## config.mk

```make
export PLATFORM = sky130hd
export DESIGN_NAME = dotted_quad_split_enumerator
export DESIGN_NICKNAME = d
export VERILOG_FILES = /design/src/rtl/dqse_pkg.sv /design/src/rtl/dqse_ram.sv /design/src/rtl/dqse_ctrl.sv /design/src/rtl/dqse_dp.sv /design/src/rtl/dotted_quad_split_enumerator.sv
export VERILOG_INCLUDE_DIRS = /design/src /design/src/rtl
export SDC_FILE = /design/constraint.sdc
export NUM_CORES = 1
export LEC_CHECK = 0
export CORE_MARGIN = 3
export CORE_UTILIZATION = 35
export DETAILED_ROUTE_END_ITERATION = 10
export DONT_BUFFER_PORTS = 1
export SYNTH_ARGS = -nofsm -noshare
export SYNTH_HDL_FRONTEND = slang
export SYNTH_HIERARCHICAL = 1
export SYNTH_SLANG_ARGS = --single-unit
```

## constraint.sdc

```tcl
create_clock -name clk_i -period 9.36 [get_ports clk_i]
set_input_delay 1.872 -clock clk_i [delete_from_list [all_inputs] [get_ports clk_i]]
set_output_delay 1.872 -clock clk_i [all_outputs]
set_load 0.02 [all_outputs]
```

## src/rtl/dotted_quad_split_enumerator_macros.svh

```systemverilog
// Assertion macros for the dotted-quad split enumerator.
// Included by files that carry concurrent checks; needs nothing else.
`ifndef DOTTED_QUAD_SPLIT_ENUMERATOR_MACROS_SVH
`define DOTTED_QUAD_SPLIT_ENUMERATOR_MACROS_SVH

// Clocked check with explicit clock and active-low reset
`define DQSE_ASSERT_CLK(label, clk, rst_n, prop, msg) \
  label: assert property (@(posedge clk) disable iff (!rst_n) (prop)) else $error(msg);

// Check on the block's own clock and reset
`define DQSE_ASSERT(label, prop, msg) \
  `DQSE_ASSERT_CLK(label, clk_i, rst_ni, prop, msg)

`endif

```

## src/rtl/dqse_pkg.sv

```systemverilog
// Shared types and constants for the dotted-quad split enumerator.
// No dependencies; imported by the controller, datapath and top level.
`default_nettype none

package dqse_pkg;

  // Segment rules
  localparam int unsigned SEG_MAX_LEN = 3;
  localparam int unsigned MIN_DIGITS  = 4;
  localparam int unsigned OCTET_MAX   = 255;
  localparam int unsigned DIGIT_MAX   = 9;
  localparam int unsigned NUM_SEGS    = 4;

  // Controller states
  typedef enum logic [2:0] {
    ST_LOAD,
    ST_GEOM,
    ST_SCAN,
    ST_JUDGE,
    ST_FLUSH
  } dqse_state_e;

  // Controller to datapath commands
  typedef struct packed {
    logic store;       // write accepted digit
    logic start_run;   // last digit seen, reset candidate walk
    logic advance;     // step to next (a,b,c) candidate
    logic scan_start;  // begin digit scan for current candidate
    logic scan;        // scan in progress
    logic keep;        // candidate valid, move into hold slot
    logic flush;       // emit final result, clear string state
  } dqse_cmd_t;

  // Datapath to controller status
  typedef struct packed {
    logic skip;        // string too short or too long
    logic geom_ok;     // fourth segment length is 1..3
    logic last_cand;   // current candidate is (3,3,3)
    logic scan_done;   // last digit of scan processed
    logic cand_ok;     // scanned candidate passed all checks
    logic held_valid;  // hold slot carries a result
    logic out_free;    // output register can take a result
  } dqse_sts_t;

endpackage

`default_nettype wire

```

## src/rtl/dqse_ram.sv

```systemverilog
// Generic single-write, single-read RAM with registered read data.
// No dependencies.
`default_nettype none

module dqse_ram #(
  parameter int unsigned WIDTH = 4,
  parameter int unsigned DEPTH = 12
) (
  input  wire logic                     clk_i,
  input  wire logic                     we_i,
  input  wire logic [$clog2(DEPTH)-1:0] waddr_i,
  input  wire logic [WIDTH-1:0]         wdata_i,
  input  wire logic [$clog2(DEPTH)-1:0] raddr_i,
  output logic      [WIDTH-1:0]         rdata_o
);

  logic [WIDTH-1:0] mem_q [DEPTH];

  // Write port and registered read port
  always_ff @(posedge clk_i) begin
    if (we_i) begin
      mem_q[waddr_i] <= wdata_i;
    end
    rdata_o <= mem_q[raddr_i];
  end

endmodule

`default_nettype wire

```

## src/rtl/dqse_ctrl.sv

```systemverilog
// Sequencing state machine for the dotted-quad split enumerator.
// Depends on dqse_pkg; drives commands to dqse_dp.
`default_nettype none

module dqse_ctrl
  import dqse_pkg::*;
(
  input  wire logic      clk_i,
  input  wire logic      rst_ni,
  input  wire logic      in_valid_i,
  input  wire logic      in_last_i,
  output logic           in_ready_o,
  input  wire dqse_sts_t sts_i,
  output dqse_cmd_t      cmd_o
);

  dqse_state_e state_q, state_d;

  // State register
  always_ff @(posedge clk_i or negedge rst_ni) begin
    if (!rst_ni) begin
      state_q <= ST_LOAD;
    end else begin
      state_q <= state_d;
    end
  end

  // Next state and commands
  always_comb begin
    state_d    = state_q;
    cmd_o      = '0;
    in_ready_o = 1'b0;
    case (state_q)
      ST_LOAD: begin
        in_ready_o = 1'b1;
        if (in_valid_i) begin
          cmd_o.store = 1'b1;
          if (in_last_i) begin
            cmd_o.start_run = 1'b1;
            state_d         = ST_GEOM;
          end
        end
      end
      ST_GEOM: begin
        if (sts_i.skip) begin
          state_d = ST_FLUSH;
        end else if (sts_i.geom_ok) begin
          cmd_o.scan_start = 1'b1;
          state_d          = ST_SCAN;
        end else begin
          cmd_o.advance = 1'b1;
          state_d       = sts_i.last_cand ? ST_FLUSH : ST_GEOM;
        end
      end
      ST_SCAN: begin
        cmd_o.scan = 1'b1;
        if (sts_i.scan_done) begin
          state_d = ST_JUDGE;
        end
      end
      ST_JUDGE: begin
        // a valid candidate displaces the held one, which needs the output
        if (!(sts_i.cand_ok && sts_i.held_valid && !sts_i.out_free)) begin
          cmd_o.keep    = sts_i.cand_ok;
          cmd_o.advance = 1'b1;
          state_d       = sts_i.last_cand ? ST_FLUSH : ST_GEOM;
        end
      end
      ST_FLUSH: begin
        if (sts_i.out_free) begin
          cmd_o.flush = 1'b1;
          state_d     = ST_LOAD;
        end
      end
      default: begin
        state_d = ST_LOAD;
      end
    endcase
  end

endmodule

`default_nettype wire

```

## src/rtl/dqse_dp.sv

```systemverilog
// Datapath: digit store, candidate counters, segment scan, hold slot, output register.
// Depends on dqse_pkg and dqse_ram; commanded by dqse_ctrl.
`default_nettype none

module dqse_dp
  import dqse_pkg::*;
#(
  parameter int unsigned MAX_DIGITS = 12
) (
  input  wire logic        clk_i,
  input  wire logic        rst_ni,
  input  wire logic [3:0]  digit_i,
  input  wire dqse_cmd_t   cmd_i,
  output dqse_sts_t        sts_o,
  output logic             out_valid_o,
  input  wire logic        out_ready_i,
  output logic [31:0]      out_octets_o,
  output logic             out_found_o,
  output logic             out_last_o
);

  localparam int unsigned CW = $clog2(MAX_DIGITS + 1);
  localparam int unsigned AW = $clog2(MAX_DIGITS);

  // String state
  logic [CW-1:0] count_q;
  logic          too_long_q;
  // Candidate segment lengths, each 1..3
  logic [1:0]    a_q, b_q, c_q;
  // Scan state
  logic [CW-1:0] pos_q, rpos_q;
  logic          rd_v_q;
  logic [9:0]    acc_q;
  logic          lz_q, bad_q;
  logic [7:0]    oct_q [NUM_SEGS];
  // Hold slot and output register
  logic          held_valid_q;
  logic [31:0]   held_q;
  logic          out_valid_q, out_found_q, out_last_q;
  logic [31:0]   out_octets_q;

  logic [3:0]    rdata;
  logic          store_en, issue;
  logic [CW-1:0] b1, b2, b3, used, rpos_nx;
  logic          seg_start, seg_end;
  logic [1:0]    seg_idx;
  logic [9:0]    acc_base, acc_new;
  logic          bad_new, lz_new;
  logic          push;

  assign store_en = cmd_i.store && (count_q < CW'(MAX_DIGITS));
  assign issue    = cmd_i.scan && (pos_q < count_q);

  dqse_ram #(
    .WIDTH (4),
    .DEPTH (MAX_DIGITS)
  ) u_ram (
    .clk_i   (clk_i),
    .we_i    (store_en),
    .waddr_i (count_q[AW-1:0]),
    .wdata_i (digit_i),
    .raddr_i (pos_q[AW-1:0]),
    .rdata_o (rdata)
  );

  // Segment boundaries of the current candidate
  assign b1      = CW'(a_q);
  assign b2      = b1 + CW'(b_q);
  assign b3      = b2 + CW'(c_q);
  assign used    = b3;
  assign rpos_nx = rpos_q + CW'(1);

  // Per-digit segment evaluation
  always_comb begin
    seg_start = (rpos_q == '0) || (rpos_q == b1) || (rpos_q == b2) || (rpos_q == b3);
    seg_end   = (rpos_nx == b1) || (rpos_nx == b2) || (rpos_nx == b3) ||
                (rpos_nx == count_q);
    if (rpos_q < b1) begin
      seg_idx = 2'd0;
    end else if (rpos_q < b2) begin
      seg_idx = 2'd1;
    end else if (rpos_q < b3) begin
      seg_idx = 2'd2;
    end else begin
      seg_idx = 2'd3;
    end
    acc_base = seg_start ? '0 : acc_q;
    acc_new  = (acc_base << 3) + (acc_base << 1) + 10'(rdata);
    lz_new   = seg_start ? (rdata == 4'd0) : lz_q;
    bad_new  = bad_q || (rdata > 4'(DIGIT_MAX)) || (!seg_start && lz_q) ||
               (seg_end && (acc_new > 10'(OCTET_MAX)));
  end

  // Status to controller
  always_comb begin
    sts_o            = '0;
    sts_o.skip       = too_long_q || (count_q < CW'(MIN_DIGITS));
    sts_o.geom_ok    = (used < count_q) && ((count_q - used) <= CW'(SEG_MAX_LEN));
    sts_o.last_cand  = (a_q == 2'(SEG_MAX_LEN)) && (b_q == 2'(SEG_MAX_LEN)) &&
                       (c_q == 2'(SEG_MAX_LEN));
    sts_o.scan_done  = rd_v_q && (rpos_nx == count_q);
    sts_o.cand_ok    = !bad_q;
    sts_o.held_valid = held_valid_q;
    sts_o.out_free   = !out_valid_q || out_ready_i;
  end

  // Digit count and overflow flag
  always_ff @(posedge clk_i or negedge rst_ni) begin
    if (!rst_ni) begin
      count_q    <= '0;
      too_long_q <= 1'b0;
    end else if (cmd_i.flush) begin
      count_q    <= '0;
      too_long_q <= 1'b0;
    end else if (cmd_i.store) begin
      if (store_en) begin
        count_q <= count_q + CW'(1);
      end else begin
        too_long_q <= 1'b1;
      end
    end
  end

  // Candidate walk in backtracking order
  always_ff @(posedge clk_i or negedge rst_ni) begin
    if (!rst_ni) begin
      a_q <= 2'd1;
      b_q <= 2'd1;
      c_q <= 2'd1;
    end else if (cmd_i.start_run) begin
      a_q <= 2'd1;
      b_q <= 2'd1;
      c_q <= 2'd1;
    end else if (cmd_i.advance) begin
      if (c_q == 2'(SEG_MAX_LEN)) begin
        c_q <= 2'd1;
        if (b_q == 2'(SEG_MAX_LEN)) begin
          b_q <= 2'd1;
          a_q <= a_q + 2'd1;
        end else begin
          b_q <= b_q + 2'd1;
        end
      end else begin
        c_q <= c_q + 2'd1;
      end
    end
  end

  // Scan control
  always_ff @(posedge clk_i or negedge rst_ni) begin
    if (!rst_ni) begin
      pos_q  <= '0;
      rpos_q <= '0;
      rd_v_q <= 1'b0;
      bad_q  <= 1'b0;
    end else if (cmd_i.scan_start) begin
      pos_q  <= '0;
      rd_v_q <= 1'b0;
      bad_q  <= 1'b0;
    end else if (cmd_i.scan) begin
      rd_v_q <= issue;
      rpos_q <= pos_q;
      if (issue) begin
        pos_q <= pos_q + CW'(1);
      end
      if (rd_v_q) begin
        bad_q <= bad_new;
      end
    end
  end

  // Segment accumulator and octet capture
  always_ff @(posedge clk_i) begin
    if (cmd_i.scan && rd_v_q) begin
      acc_q <= acc_new;
      lz_q  <= lz_new;
      if (seg_end) begin
        oct_q[seg_idx] <= acc_new[7:0];
      end
    end
  end

  assign push = (cmd_i.keep && held_valid_q) || cmd_i.flush;

  // Hold slot valid
  always_ff @(posedge clk_i or negedge rst_ni) begin
    if (!rst_ni) begin
      held_valid_q <= 1'b0;
    end else if (cmd_i.start_run || cmd_i.flush) begin
      held_valid_q <= 1'b0;
    end else if (cmd_i.keep) begin
      held_valid_q <= 1'b1;
    end
  end

  // Hold slot payload
  always_ff @(posedge clk_i) begin
    if (cmd_i.keep) begin
      held_q <= {oct_q[3], oct_q[2], oct_q[1], oct_q[0]};
    end
  end

  // Output register valid
  always_ff @(posedge clk_i or negedge rst_ni) begin
    if (!rst_ni) begin
      out_valid_q <= 1'b0;
    end else if (push) begin
      out_valid_q <= 1'b1;
    end else if (out_ready_i) begin
      out_valid_q <= 1'b0;
    end
  end

  // Output register payload
  always_ff @(posedge clk_i) begin
    if (push) begin
      out_octets_q <= held_valid_q ? held_q : '0;
      out_found_q  <= held_valid_q;
      out_last_q   <= cmd_i.flush;
    end
  end

  assign out_valid_o  = out_valid_q;
  assign out_octets_o = out_octets_q;
  assign out_found_o  = out_found_q;
  assign out_last_o   = out_last_q;

endmodule

`default_nettype wire

```

## src/rtl/dotted_quad_split_enumerator.sv

```systemverilog
// Dotted-quad split enumerator:
// Slave stream takes one decimal digit per transaction; tlast marks the
// final digit of a string. Up to 12 digits are kept in a small RAM.
// After the final digit the block walks all 27 (a,b,c) segment-length
// candidates in backtracking order and sends every valid address split as
// one master-stream transaction: four octets in tdata, tuser = found,
// tlast on the final result of the string. With no valid split, or a
// string shorter than 4 or longer than 12 digits, one transaction with
// found clear and zero octets is sent.
// Timing: digits load at one per cycle until the final digit. After it each
// candidate gets a length check; a candidate whose last segment fits is
// then scanned through the single read port of the digit RAM, which
// delivers one digit per cycle. A short or overlong string skips the walk
// and goes straight to the flush; otherwise the whole walk, with at most 19
// scanned candidates (eight digits), runs before the next digit is taken.
// Reset clears the controller, the digit count and the output register.
// A stalled master side holds the result; the search pauses until the
// output register frees, so no result is lost.
`default_nettype none

`include "dotted_quad_split_enumerator_macros.svh"

module dotted_quad_split_enumerator
  import dqse_pkg::*;
#(
  parameter int unsigned MAX_DIGITS = 12
) (
  input  wire logic        clk_i,
  input  wire logic        rst_ni,
  input  wire logic        s_axis_tvalid,
  output logic             s_axis_tready,
  input  wire logic [7:0]  s_axis_tdata,   // [3:0] digit, [7:4] zero
  input  wire logic        s_axis_tlast,   // final_digit
  output logic             m_axis_tvalid,
  input  wire logic        m_axis_tready,
  output logic [31:0]      m_axis_tdata,   // octet_a, octet_b, octet_c, octet_d
  output logic             m_axis_tuser,   // found
  output logic             m_axis_tlast    // last_result
);

  dqse_cmd_t ctl_cmd;
  dqse_sts_t dp_sts;

  dqse_ctrl u_ctrl (
    .clk_i      (clk_i),
    .rst_ni     (rst_ni),
    .in_valid_i (s_axis_tvalid),
    .in_last_i  (s_axis_tlast),
    .in_ready_o (s_axis_tready),
    .sts_i      (dp_sts),
    .cmd_o      (ctl_cmd)
  );

  dqse_dp #(
    .MAX_DIGITS (MAX_DIGITS)
  ) u_dp (
    .clk_i        (clk_i),
    .rst_ni       (rst_ni),
    .digit_i      (s_axis_tdata[3:0]),
    .cmd_i        (ctl_cmd),
    .sts_o        (dp_sts),
    .out_valid_o  (m_axis_tvalid),
    .out_ready_i  (m_axis_tready),
    .out_octets_o (m_axis_tdata),
    .out_found_o  (m_axis_tuser),
    .out_last_o   (m_axis_tlast)
  );

  // Checks on controller and datapath cooperation
  `DQSE_ASSERT(a_flush_free, ctl_cmd.flush |-> dp_sts.out_free, "flush with output busy")
  `DQSE_ASSERT(a_scan_geom, ctl_cmd.scan_start |-> (dp_sts.geom_ok && !dp_sts.skip), "bad scan")
  `DQSE_ASSERT(a_keep_ok, ctl_cmd.keep |-> dp_sts.cand_ok, "kept a failed candidate")
  `DQSE_ASSERT(a_miss_last, (m_axis_tvalid && !m_axis_tuser) |-> m_axis_tlast, "miss not last")

endmodule

`default_nettype wire

```

Word-level counts from Yosys, hierarchy flattened
Memory sizes are Yosys's and may differ from the RTL's. A register that Yosys moved wholly into a read port is not among the register bits.
Cells that the tools add are included.
{"block": "op_classes", "order_cmp": 10, "reduce_logical": 51, "n_addsub": 11, "n_mul": 0, "n_div": 0, "shift": 0, "bitwise": 1, "n_mux": 62, "n_eq_ne": 20}
{"op": "$mux 2", "count": 16}
{"op": "$mux 1", "count": 29}
{"op": "$mux 3", "count": 8}
{"op": "$mux 4", "count": 6}
{"op": "$eq 4x4->1", "count": 5}
{"op": "$reduce_bool 2->1", "count": 10}
{"op": "$lt 4x4->1", "count": 4}
{"op": "$pmux 3 s5", "count": 1}
{"op": "$reduce_and 2->1", "count": 7}
{"op": "$logic_or 1x1->1", "count": 13}
{"op": "$add 4x1->4 const B", "count": 3}
{"op": "$logic_and 1x1->1", "count": 12}
{"op": "$add 10x10->10", "count": 1}
{"op": "$add 10x4->10", "count": 1}
{"op": "$gt 10x8->1 const B", "count": 1}
{"op": "$mux 9", "count": 1}
{"op": "$eq 4x2->1", "count": 2}
{"op": "$logic_not 4->1", "count": 2}
{"op": "$ne 2x2->1 const B", "count": 4}
{"op": "$add 2x1->2 const B", "count": 3}
{"op": "$eq 2x2->1 const B", "count": 3}
{"op": "$eq 3x2->1 const B", "count": 2}
{"op": "$reduce_and 5->1", "count": 1}
{"op": "$add 4x2->4", "count": 1}
{"op": "other kinds (15)", "count": 19}
{"block": "word_totals", "out_inout_bits": 36, "ramBits": 80, "in_bits": 13, "ff_bits": 70, "rom_bits": 0, "memories": 2, "latch_bits": 0, "word_cells": 174}
{"name": "u_dp.u_ram.mem_q", "words": 12, "width": 4, "read_ports": 1, "rd_clocked_by_memory_dff": 1, "wr": 1, "line_no": "dqse_ram.sv:17", "source": "logic [WIDTH-1:0] mem_q [DEPTH];"}
{"name": "u_dp.oct_q", "words": 4, "width": 8, "read_ports": 4, "rd_clocked_by_memory_dff": 4, "wr": 1, "line_no": "dqse_dp.sv:35", "source": "logic [7:0] oct_q [NUM_SEGS];"}

Depth between registers and ports, before layout
{"block": "depth", "word_depth": 13, "depth_mapped": 21, "ltp_nobuf": 21}

By module
Netlist, hierarchy kept.
{"mod": "dqse_dp", "cells_each": 399, "n_inst": 1, "area_per_inst_um2": 5809.3, "seq_area_each_um2": 3822.4}
{"mod": "dqse_ram", "cells_each": 101, "n_inst": 1, "area_per_inst_um2": 2013.2, "seq_area_each_um2": 1521.5}
{"mod": "dqse_ctrl", "cells_each": 33, "n_inst": 1, "area_per_inst_um2": 290.3, "seq_area_each_um2": 75.1}

Worst setup path before layout
Ideal clock, no wire load.
{"block": "synth_path", "path_type": "input -> register", "start": "input m_axis_tready", "end": "register u_dp.out_found_q, in the netlist u_dp/out_found_o, enable pin", "t_required_ps": 8970, "arrival_ps": 5646, "path_buffers": 0, "setup_slack_ps": 3324, "path_stages": 4, "setup_time_ps": 390, "path_cell_list": "nand2b_1 nand3b_1 nor3b_1 a21o_1"}
{"item": "start, declared", "line_no": "dotted_quad_split_enumerator.sv:35", "source": "input wire logic m_axis_tready,"}
{"item": "end signal, assigned", "line_no": "dqse_dp.sv:218", "source": "out_found_q <= held_valid_q;"}
{"item": "end, declared", "line_no": "dqse_dp.sv:39", "source": "logic out_valid_q, out_found_q, out_last_q;"}

Worst setup path in the final report
{"block": "layout_path", "start": "register u_dp.a_q[0]", "end": "register u_dp.bad_q"}
{"block": "layout_via", "elab_chain_len": 13, "elab_cells_between_ends": 36, "classes_between": "add/sub (5); order compare (3); eq/ne (6); mux (7); reduce/logical (15)"}
{"item": "start, declared", "line_no": "dqse_dp.sv:29", "source": "logic [1:0] a_q, b_q, c_q;"}
{"item": "start signal, assigned", "line_no": "dqse_dp.sv:139", "source": "a_q <= a_q + 2'd1;"}
{"item": "$add 2x2->3 / $eq 4x2->1 (equally long branches)", "line_no": "dqse_dp.sv:68, dqse_dp.sv:75"}
{"item": "$add 4x2->4, or another cell as far along", "line_no": "dqse_dp.sv:69", "source": "assign b3 = b2 + CW'(c_q);"}
{"item": "$eq 4x4->1 / $logic_or 1x1->1 (equally long branches)", "line_no": "dqse_dp.sv:75", "source": "seg_start = (rpos_q == '0) || (rpos_q == b1) || (rpos_q == b2) || (rpos_q == b3);"}
{"item": "$logic_or 1x1->1", "line_no": "dqse_dp.sv:75"}
{"item": "$mux 9", "line_no": "dqse_dp.sv:87", "source": "acc_base = seg_start ? '0 : acc_q;"}
{"item": "$add 10x10->10", "line_no": "dqse_dp.sv:88", "source": "acc_new = (acc_base << 3) + (acc_base << 1) + 10'(rdata);"}
{"item": "$add 10x4->10", "line_no": "dqse_dp.sv:88"}
{"item": "$gt 10x8->1", "line_no": "dqse_dp.sv:91", "source": "(seg_end && (acc_new > 10'(OCTET_MAX)));"}
{"item": "$logic_and 1x1->1", "line_no": "dqse_dp.sv:91"}
{"item": "$logic_or 1x1->1", "line_no": "dqse_dp.sv:90", "source": "bad_new = bad_q || (rdata > 4'(DIGIT_MAX)) || (!seg_start && lz_q) ||"}
{"item": "$mux 1", "line_no": "dqse_dp.sv:166", "source": "if (rd_v_q) begin"}
{"item": "$mux 1", "line_no": "dqse_dp.sv:160", "source": "end else if (cmd_i.scan) begin"}
{"item": "$mux 1", "line_no": "dqse_dp.sv:156", "source": "end else if (cmd_i.scan_start) begin"}
{"item": "end signal, assigned", "line_no": "dqse_dp.sv:167", "source": "bad_q <= bad_new;"}
{"item": "end, declared", "line_no": "dqse_dp.sv:34", "source": "logic lz_q, bad_q;"}
Several ways; a longest one is shown, not always the timed one. The select of a mux whose other input is x is not followed.
A chain may end at the register's enable or synchronous reset.

==> impl_metrics.toml <==
[clocking]
clock_path_buffers = 2
cts_inserted_buffers = 17
clkTransAtPathRegs_ns = 0.07
postCtsSetupRepairBufs = 0
clock_sinks = 186
post_cts_resized = 0
insertion_delay_ns = 0.43
h-tree-depth = 4
cts_tree = "built"
cts_hold_buf = 0
root_buffer = "clkbuf_16"

[placed_design]
place_hpwl_mm = 9.36
place_congestion = 0.831
port_buffers = 0
dpl_cell_area_um2 = 8420

[final_layout]
fillers = 2091
syn2layout_area_growth_pct = 11.1
drive_gt1_share_pct = 9.87
fin_util_pct = 39.7
fin_area_um2 = 9010
nNetsFinal = 602
insertedDiodeCount = 0

[die]
die_area_um2 = 25000
die_x_um = 158
start_util_pct = 35.7
core_um2 = 22700
io_pins = 49
die_h_um = 158
rows = 55

[logic_synthesis]
syn-cell-area_um2 = 8110
muxShareOfSynthArea_pct = 4.13
synth-simple-area-share_pct = 10.3
ys_warn_count = 6
ys_top_cells_by_area = "edfxtp_1, dfrtp_1, ha_1, and2_1, mux4_1"
ys_ff_latch = 186
avgSynthCellArea_um2 = 15.2
synth-compound-area-share_pct = 6.35
synth_top_flop_cell = "edfxtp_1"
synthAdderAreaFrac_pct = 7.22
yosysTopAreaCell = "edfxtp_1"
synthXorXnorAreaFrac_pct = 3.32
synth_edf_count = 156
synth_top_family_by_area = "simple AND/OR/NAND/NOR gates"
synth_async_sr_flop_share_pct = 14.0
ys_seq_area_share_pct = 66.8
synth.distinct_cells = 65
synthCells = 533
synth_top_area_share_pct = 57.7
synthesis.nets = 591

[run]
maxCapViolCount = 0

[route]
drt_iter0_drc = 304
vias_per_cell = 5.00
ant_nets = 0
wire_per_inst_um = 15.6
vias = 4212
wl_mm = 13.2
drt-pass1-iter-count = 4
drc = 0

[grt]
grt_util_all_layers_pct = 11.4
grt_pass1_vias = 4221
grt_pass1_wl_mm = 21.9
grt_overflow = 0
antenna_found_initial = 0
grt_max_degree = 38

[sta]
min_period_over_period_pct = 59.5
final-hold-violation-count = 0
worstMarginPinSlew_ns = 1.11
rsz0062_at_grt = "false"
fin_crit_ns = 5.57
max_freq_mhz = 180
maxSlewViolCount = 0
slew-limit-headroom_pct = 25.5
final.setup_skew_ns = 0.0133
setup_tns_ns = 0
setup_viol = 0

[critical_path]
path_max_fanout = 12
path_class = "reg -> reg"
cp-end-kind = "register"
critPathRequiredTime_ns = 9.63
cp.arrival_ns = 5.84
cp-start-kind = "register"

[status]
status = "completed"

[min_path]
hp-class = "reg -> reg"

[power_and_ir_drop]
p_leak_nw = 3.31
total_power_w = 0.00282
power_density_nw_per_um2 = 313
max-vdd-ir-drop_v = 0.000156
## layer usage
| metal | vias to the layer above | wire, um | track usage, % |
|---|---|---|---|
| met1 | 2073 | 5820 | 13.6 |
| met3 | 23 | 409 | 3.09 |
| met5 | - | 0 | 0 |
| li1 | 2031 | - | - |
| met2 | 85 | 6630 | 19.2 |
| met4 | 0 | 309 | 5.20 |
## area by class of cell
type	instances	area, um2	area share (%)
clock inverter	15	171	1.90
sequential	186	5420	60.1
multi-input combinational	317	2550	28.3
timing repair buffer	3	22.5	0.250
clock buffer	17	425	4.72
inverter	19	71.3	0.791
tap	285	357	3.96
## power by group
part           switching [W]  internal [W]
logic               0.000494      0.000365
registers           0.000164       0.00109
clock network       0.000325      0.000382
total               0.000983       0.00183
## worst paths after layout
path	slack, ns	cells past startpoint	to	start
max in group asynchronous	8.05	0	u_dp/a_q[0]$_DFFE_PN1P_	rst_ni
worst max register to register	3.79	19	u_dp/bad_q$_DFFE_PN0P_	u_dp/a_q[0]$_DFFE_PN1P_
worst min register to register	0.41	0	u_dp/held_q[31]$_DFFE_PP_	u_dp/oct_q[3][7]$_DFFE_PP_
worst min-delay path	0.41	0	u_dp/held_q[31]$_DFFE_PP_	u_dp/oct_q[3][7]$_DFFE_PP_
worst max-delay path	3.79	19	u_dp/bad_q$_DFFE_PN0P_	u_dp/a_q[0]$_DFFE_PN1P_
min in group asynchronous	1.13	0	u_ctrl/state_q[0]$_DFFE_PN0P_	rst_ni
## logic make-up after synthesis
family,count (synthesis)
adder cells (fa/ha/maj),45
multiplexers,21
AO/OA/AOI/OAI,70
buffers and inverters,30
XOR/XNOR,27
AND/OR/NAND/NOR,154
flip-flops,186
## state kept, by name, indices dropped and copies added (netlist names), 2 cells and up
| name | count |
|---|---|
| u_dp/b_q | 2 |
| u_dp/acc_q | 9 |
| u_dp/c_q | 2 |
| u_ctrl/state_q | 3 |
| u_dp/rpos_q | 4 |
| u_dp/u_ram/mem_q | 48 |
| u_dp/u_ram/rdata_o | 4 |
| u_dp/held_q | 32 |
| u_dp/count_q | 4 |
| u_dp/pos_q | 4 |
| u_dp/a_q | 2 |
| u_dp/out_octets_o | 32 |
| u_dp/oct_q | 32 |
## cell usage after synthesis (4+ instances only)
| cell | instances |
|---|---|
| edfxtp_1 | 156 |
| nand2_1 | 16 |
| a22oi_1 | 4 |
| nand3b_1 | 6 |
| nor2_1 | 41 |
| xor2_1 | 7 |
| nor3_1 | 11 |
| clkbuf_1 | 5 |
| nand2b_1 | 10 |
| xnor2_1 | 18 |
| a21oi_1 | 15 |
| nand3_1 | 4 |
| o221ai_1 | 4 |
| a21o_1 | 7 |
| dfrtp_1 | 23 |
| a211oi_1 | 6 |
| mux4_1 | 6 |
| and2_1 | 40 |
| and3_1 | 4 |
| nor3b_1 | 4 |
| o21ai_0 | 7 |
| ha_1 | 42 |
| mux2i_1 | 11 |
| dfxtp_1 | 4 |
| inv_1 | 19 |
## cells in the final DEF, fill, tap and decap left out, drive strengths merged, types with 4 or more instances in the layout
cell type,count
edfxtp,156
ha,42
nor2,41
and2,40
inv,27
dfrtp,23
xnor2,18
clkbuf,17
nand2,16
a21oi,16
nor3,12
mux2i,11
nand2b,11
mux4,8
o21ai,7
a21o,7
xor2,7
nand3b,6
a211oi,6
and3,4
nand3,4
a22oi,4
o221ai,4
dfxtp,4
nor3b,4
clkinv,4
## critical path: stages (launching register included)
cell	delay (ns)
dfstp_2	0.57
ha_1	0.15
inv_1	0.04
fa_1	0.56
fa_1	0.45
xnor2_1	0.39
ha_1	0.33
nand4_1	0.14
o211a_1	0.36
nand2_1	0.15
xnor2_1	0.15
ha_1	0.18
a31o_2	0.22
ha_1	0.36
a211oi_1	0.12
or2_2	0.32
or3_1	0.38
a2111o_1	0.38
o211ai_2	0.08
a2111oi_2	0.08
## metrics by stage
stage | instances | setup WS [ns] | hold slack, ns
detailed placement | 810 | 3.79 | 0.405
CTS | 842 | 3.78 | 0.414
finish | 842 | 3.79 | 0.412
floorplan | 533 | 3.32 | 0.400
global route | 842 | 3.44 | 0.417
global placement | 810 | 3.88 | 0.406
Power figures use the tool's default switching activity.
